==> src/rtl/pim_pkg.sv <==
`timescale 1ns / 1ps
`default_nettype none

package pim_pkg;

  localparam int DIM_W      = 12;
  localparam int COEF_W     = 32;
  localparam int NUM_COEF   = 8;
  localparam int CFG_IDX_W  = 4;
  localparam int COEF_IDX_W = $clog2(NUM_COEF);

  localparam int DEF_SRC_WIDTH  = 2048;
  localparam int DEF_SRC_HEIGHT = 2048;

  localparam int MUL_W   = COEF_W + DIM_W + 1;
  localparam int SUM_W   = MUL_W + 2;
  localparam int FRAC_SH = 14;
  localparam int QUO_W   = DIM_W;
  localparam int REM_W   = SUM_W + FRAC_SH;

  localparam logic [COEF_IDX_W-1:0] REG_XX = COEF_IDX_W'(0);
  localparam logic [COEF_IDX_W-1:0] REG_XY = COEF_IDX_W'(1);
  localparam logic [COEF_IDX_W-1:0] REG_XC = COEF_IDX_W'(2);
  localparam logic [COEF_IDX_W-1:0] REG_YX = COEF_IDX_W'(3);
  localparam logic [COEF_IDX_W-1:0] REG_YY = COEF_IDX_W'(4);
  localparam logic [COEF_IDX_W-1:0] REG_YC = COEF_IDX_W'(5);
  localparam logic [COEF_IDX_W-1:0] REG_WX = COEF_IDX_W'(6);
  localparam logic [COEF_IDX_W-1:0] REG_WY = COEF_IDX_W'(7);

  localparam logic [COEF_W-1:0]       ONE_Q16 = COEF_W'(65536);
  localparam logic signed [SUM_W-1:0] ONE_Q30 = SUM_W'(64'sd1073741824);

  typedef logic [NUM_COEF-1:0][COEF_W-1:0] coef_arr_t;

  typedef struct packed {
    logic [REM_W-1:0] rem_x;
    logic [REM_W-1:0] rem_y;
    logic [SUM_W-1:0] d;
    logic [QUO_W-1:0] q_x;
    logic [QUO_W-1:0] q_y;
    logic             neg_x;
    logic             neg_y;
    logic             ovf_x;
    logic             ovf_y;
    logic             wzero;
  } div_t;

endpackage

`default_nettype wire

==> src/rtl/pim_cfg_if.sv <==
`timescale 1ns / 1ps
`default_nettype none

interface pim_cfg_if;
  import pim_pkg::*;

  logic                 valid;
  logic                 ready;
  logic [CFG_IDX_W-1:0] index;
  logic [COEF_W-1:0]    data;

  modport source (output valid, output index, output data, input ready);
  modport sink (input valid, input index, input data, output ready);
endinterface

`default_nettype wire

==> src/rtl/pim_cfg.sv <==
`timescale 1ns / 1ps
`default_nettype none

module pim_cfg (
  input  wire               clk,
  input  wire               rst,
  pim_cfg_if.sink           cfg,
  output pim_pkg::coef_arr_t coef
);
  import pim_pkg::*;

  coef_arr_t coef_rst;

  assign cfg.ready = 1'b1;

  always_comb begin
    coef_rst         = '0;
    coef_rst[REG_XX] = ONE_Q16;
    coef_rst[REG_YY] = ONE_Q16;
  end

  always_ff @(posedge clk) begin
    if (rst) begin
      coef <= coef_rst;
    end else if (cfg.valid && (cfg.index < CFG_IDX_W'(NUM_COEF))) begin
      coef[cfg.index[COEF_IDX_W-1:0]] <= cfg.data;
    end
  end

endmodule

`default_nettype wire

==> src/flat_wrapper.sv <==
// flat-port wrapper written by rule: the top's interface ports become plain ports
module pim_cfg_flat import pim_pkg::*;
  (clk, rst, coef, cfg_valid, cfg_index, cfg_data, cfg_ready);
  pim_cfg_if cfg_i ();
  input  wire clk;
  input  wire rst;
  output pim_pkg::coef_arr_t coef;
  input wire logic [$bits(cfg_i.valid)-1:0] cfg_valid;
  input wire logic [$bits(cfg_i.index)-1:0] cfg_index;
  input wire logic [$bits(cfg_i.data)-1:0] cfg_data;
  output wire logic [$bits(cfg_i.ready)-1:0] cfg_ready;
  assign cfg_i.valid = cfg_valid;
  assign cfg_i.index = cfg_index;
  assign cfg_i.data = cfg_data;
  assign cfg_ready = cfg_i.ready;
  pim_cfg u_core (.clk(clk), .rst(rst), .cfg(cfg_i), .coef(coef));
endmodule
==> config.mk <==
export PLATFORM = sky130hd
export DESIGN_NAME = pim_cfg_flat
export DESIGN_NICKNAME = d
export VERILOG_FILES = /design/src/rtl/pim_pkg.sv /design/src/rtl/pim_cfg_if.sv /design/src/rtl/pim_cfg.sv /design/src/flat_wrapper.sv
export SDC_FILE = /design/constraint.sdc
export NUM_CORES = 1
export LEC_CHECK = 0
export BUFFER_PORTS_ARGS = -buffer_cell sky130_fd_sc_hd__buf_2
export CAP_MARGIN = 20
export CORE_UTILIZATION = 25
export CTS_BUF_LIST = sky130_fd_sc_hd__clkbuf_8
export CTS_CLUSTER_DIAMETER = 60
export DETAILED_ROUTE_END_ITERATION = 12
export GPL_ROUTABILITY_DRIVEN = 0
export HOLD_SLACK_MARGIN = 0.08
export SETUP_SLACK_MARGIN = 0.4
export SLEW_MARGIN = 0
export SYNTH_ARGS = -nofsm -noshare
export SYNTH_HDL_FRONTEND = slang
export SYNTH_SLANG_ARGS = --single-unit
==> constraint.sdc <==
create_clock -name clk -period 1.5 [get_ports clk]
set_input_delay 0.3 -clock clk [delete_from_list [all_inputs] [get_ports clk]]
set_output_delay 0.3 -clock clk [all_outputs]
set_load 0.02 [all_outputs]
After elaboration in Yosys (flattened, before gate mapping)
Cells that the tools add are included.
Operators by class
  $lt $le $gt $ge: 3
  mux-type cells: 3
  reduce and logical (&&, ||, !) cells: 2
Operators by type and width (count)
  $bwmux 256: 1
  $demux 32 s3: 1
  $mux 32: 1
  $lt 3x4->1 const B: 1
  $lt 4x4->1 const B: 1
  $ge 3x1->1 const B: 1
  $logic_and 1x1->1: 2
Storage, ports and cells
  register bits after elaboration: 256
  input bits: 39
  output and inout bits: 257
  logic and storage cells: 16

Longest topological paths before layout
  word-level depth: 5
  mapped depth: 6
  depth with buffers taken out: 3

Least setup slack after synthesis
No wires, ideal clock.
  path kind: in2reg
  start: input cfg_index[3]
  end: register u_core.coef[213] (netlist name)
  library setup time: 72 ps
  arrival time: 1253 ps
  required time: 1428 ps
  slack: 175 ps
  cell stages on the path: 5
  path buffers: 2
  path through: nor3b_2 -> and3_1 -> buf_4 -> buf_6 -> mux2i_1
On the way
  cells in the longest elaborated chain, start to end: 2
RTL lines
  from (decl): line flat_wrapper.sv:9  | input wire logic [$bits(cfg_i.index)-1:0] cfg_index;
  $lt 4x4->1: line pim_cfg.sv:25  | end else if (cfg.valid && (cfg.index < CFG_IDX_W'(NUM_COEF))) begin
  $logic_and 1x1->1: line pim_cfg.sv:25
  to (signal assigned): line pim_cfg.sv:24  | coef <= coef_rst;
  to (signal, indexed assignment): line pim_cfg.sv:26  | coef[cfg.index[COEF_IDX_W-1:0]] <= cfg.data;
  to (decl): line pim_cfg.sv:8  | output pim_pkg::coef_arr_t coef
No other way between the ends.
A chain may end at the register's enable or synchronous reset.

Final worst setup path
  start: register u_core.coef[248] (netlist name)
  end: output coef[248] (netlist name)
RTL lines
  to (decl): line flat_wrapper.sv:7  | output pim_pkg::coef_arr_t coef;
No word-level cell between the ends.

==> summary.md <==
The flow ran to the end, and the final reports show no timing, DRC or antenna violations. The leading register cell type out of synthesis is sky130_fd_sc_hd__dfxtp_1. The share of cells above drive strength 1 is 58.7%. The run gives 0 as the number of antenna violations at the first check in global routing.

The number of CTS-inserted buffers is 45, and the register bit count reported by yosys is 256. Logic depth of the worst setup path including buffers: 1. The class of the most critical setup path is reg2out.

The longest clock path from root to sink contains 3 buffers. Clock tree synthesis found a total of 256 sinks. TritonCTS built the clock tree.

By area the synthesized netlist is led by sky130_fd_sc_hd__dfxtp_1, sky130_fd_sc_hd__mux2i_1, sky130_fd_sc_hd__nand2b_1. The hold violation count in the final report was 0; the clock-pin slew on the worst setup and hold paths was 0.06 ns. For this run, the number of Yosys warnings is 0. The count of nets left with antenna violations once routing finished came out at 0. Static timing analysis puts the maximum clock frequency at 732 MHz. The number of flip-flops in the largest register was 256; the number of standard cells in the final layout excluding fillers was 1899. Critical register-to-register path endpoint: u_core.coef[97]$_SDFFE_PP0P_.

The wire-length estimate of the detail-placed layout is 21.3 mm. Entering global routing, the biggest net connects 49 pins. The logs give 33.0 mm for the routed wire length and 3673 for the number of filler instances in the final layout. The startpoint identified for the worst register-to-register timing path is u_core.coef[97]$_SDFFE_PP0P_. Yosys instantiated no cell more often than sky130_fd_sc_hd__nand2b_1. A synthesized cell averages 11.0 um^2. The average wire per cell in the routed design is 17.4 um. Cell taking the most area after synthesis: sky130_fd_sc_hd__dfxtp_1.

The tools report the number of I/O pins as 296. From synthesis to final layout, the design area changed by 62.6%. Broken down by cell family, the worst path's largest delay share belongs to flip-flops. The cell area that synthesis handed to floorplanning was 10000 um^2. The setup total negative slack was 0 ns. More flip-flops sit in one register than any other, and that register is u_core.coef.

From left edge to right edge, the die measures 202 um. 0 antenna diodes ended up in the layout. Counting I/O delays and the setup requirement, the final critical path takes 1.37 ns. The post-placement cell count came out at 1685.

The run gives 0 as the final routed DRC violation total. In this run the power density over the cells is 921 nW/um^2. For this run, asynchronously set or reset flops after synthesis account for 0%. For the insertion delay of the later-clocked pin in the worst-skew pair, the log shows 0.58 ns.

Summing over every cut layer, the via total after detailed routing is 7943. The element type at the critical path end was an output pin. After floorplanning, the core was sized to cover 39000 um^2. STA classifies the critical path startpoint as a register.

The critical path goes through buf_6. The wire length of the first global-routing pass is 48.9 mm, and the distinct cell type count after synthesis is 16. The tool flagged a number of max-cap violations equal to 0. Of the post-synthesis cell area, the dominant cell type holds 51.3%. OpenSTA, run right after detailed placement, puts the worst setup slack at -0.00622 ns.

In the synthesized netlist, the number of instances is 907. The tools report the critical path arrival as 1.07 ns. The total buffers and inverters traversed by the critical path was 1; the number of global-route vias before repair was 8163. The logs give 0.00824 uW for the leakage power figure and 25.6% for the starting density of the core. The number of vias per cell after detailed routing came out at 4.18.

The worst setup path startpoint is u_core.coef[248]$_SDFFE_PP0P_. The post-synth net total came out at 946. Global routing consumed, over all layers together, 15.6% of the routing resources. Data on the critical path is required at its endpoint by 1.20 ns. Yosys mapped a number of flops with a built-in enable equal to 0.

For the placed standard-cell area, the log shows 12400 um^2. The cell sitting at the root of the clock tree is a sky130_fd_sc_hd__clkbuf_8. The tools report the number of rows in the core area as 72.

Setup repair after global routing could not meet its margin everywhere. The total overflow left after global routing is 0. The internal reg-to-reg setup slack was 0.62 ns; the worst IR drop on VDD was 656 uV. The die span in y was 202 um; the count of H-tree levels built during CTS was 2. After layout, the worst path uses 91.0% of the clock period. After the last flow step, the layout net total stands at 1386.

In the synthesized netlist, the cells that appear most often are sky130_fd_sc_hd__nand2b_1, sky130_fd_sc_hd__dfxtp_1, sky130_fd_sc_hd__mux2i_1. The tools report the post-route standard cell area excluding fillers as 16300 um^2. The most critical setup path has its endpoint at coef[248]. The run gives 41.7% as the share of the core filled with cells in the final layout. In the final layout, the registers with the most flip-flops are u_core.coef: 256 flops. The path class of the tightest hold or removal check is in2reg. For the number of pins with negative max-slew slack in the final report, the log shows 0. The stage delay of the slowest cell on the critical path is 0.35 ns. Sequential elements use 51.3% of the synthesized area.

Initial detailed-routing violation count: 219. Measured in cells, the most critical reg-to-reg path has a length of 4. For the setup clock skew after layout, the log shows 0 ns. The total iterations of the first detailed-routing run was 4; the top fanout value on the critical path was 2. Setup violations remaining at the end of the flow were counted as 0. The worst-case setup margin in the final layout is 0.134 ns, and the die area is 40800 um^2. Buffers placed on the I/O ports in this run total 294. The slowest stage of the critical path is the sky130_fd_sc_hd__dfxtp_2 cell.
[cell families after synthesis]
family	share of synthesized area, %
buf+inv	4.25
flops	51.3
mux	25.6
other cells	0.0375
simple gates	18.8
[worst min path at each step]
stage                                        startpoint                            end  slack, ns  cells past startpoint
after detailed placement  u_core.coef[229]$_SDFFE_PP0P_  u_core.coef[229]$_SDFFE_PP0P_       0.46                      2
after global placement    u_core.coef[255]$_SDFFE_PP0P_  u_core.coef[255]$_SDFFE_PP0P_       0.46                      2
after floorplan                            cfg_data[16]  u_core.coef[144]$_SDFFE_PP1P_       0.47                      2
after CTS                                   cfg_data[2]  u_core.coef[162]$_SDFFE_PP0P_       0.09                      4
final                                      cfg_data[12]   u_core.coef[76]$_SDFFE_PP0P_       0.16                      4
after global routing                        cfg_data[5]    u_core.coef[5]$_SDFFE_PP0P_       0.13                      4
[cell usage in the layout (no fill, tap or decap)]
master / Yosys / routed
sky130_fd_sc_hd__buf_6: 3 / 257
sky130_fd_sc_hd__mux2i_1: 256 / 256
sky130_fd_sc_hd__inv_1: 0 / 16
sky130_fd_sc_hd__nor2_1: 4 / 4
sky130_fd_sc_hd__buf_12: 0 / 18
sky130_fd_sc_hd__nor2b_1: 2 / 2
sky130_fd_sc_hd__clkinvlp_4: 0 / 3
sky130_fd_sc_hd__and3b_1: 1 / 1
sky130_fd_sc_hd__nand3_2: 0 / 1
sky130_fd_sc_hd__clkinv_2: 0 / 3
sky130_fd_sc_hd__buf_2: 16 / 37
sky130_fd_sc_hd__buf_4: 12 / 168
sky130_fd_sc_hd__bufinv_16: 0 / 3
sky130_fd_sc_hd__and3_4: 0 / 1
sky130_fd_sc_hd__clkbuf_8: 0 / 56
sky130_fd_sc_hd__conb_1: 1 / 1
sky130_fd_sc_hd__dlygate4sd3_1: 0 / 3
sky130_fd_sc_hd__dfxtp_2: 0 / 256
sky130_fd_sc_hd__nand2_2: 0 / 6
sky130_fd_sc_hd__nor3b_4: 0 / 1
sky130_fd_sc_hd__nand3_1: 2 / 1
sky130_fd_sc_hd__nand2b_1: 286 / 286
sky130_fd_sc_hd__and3_2: 0 / 1
[timing repair]
item                                   4_1_cts  5_1_grt
resized for setup                          768        0
setup endpoints to repair                  256      256
endpoints found under the hold margin       15        0
setup buffers                               53       77
hold buffers                                 3        0
gates cloned                                 0        0
[per-layer routing]
layer	vias to the layer above	wire (um)	track usage [%]
li1	3839	-	-
met1	3807	14000	18.5
met2	234	15900	26.0
met3	63	2290	5.37
met4	0	866	5.55
met5	-	0	0
[through the flow]
stage               hold WS, ns  power (uW)
floorplan                 0.471        7690
global placement          0.456        8050
detailed placement        0.459        8060
CTS                      0.0930       15200
global route              0.133       15600
finish                    0.160       15000
[layout make-up]
cell class / instances / area (um^2) / share of cell area (%)
clock buffer: 56 / 771 / 4.74
clock inverter: 25 / 188 / 1.15
multi-input combinational: 561 / 4480 / 27.6
sequential: 256 / 5450 / 33.5
tap: 518 / 648 / 3.98
timing repair buffer: 483 / 4730 / 29.1
[where the power goes]
part,switching [uW],internal [uW]
Combinational,567,569
Sequential,66.3,6900
Clock,2990,3880
Total,3620,11400
Power figures use the tool's default switching activity.
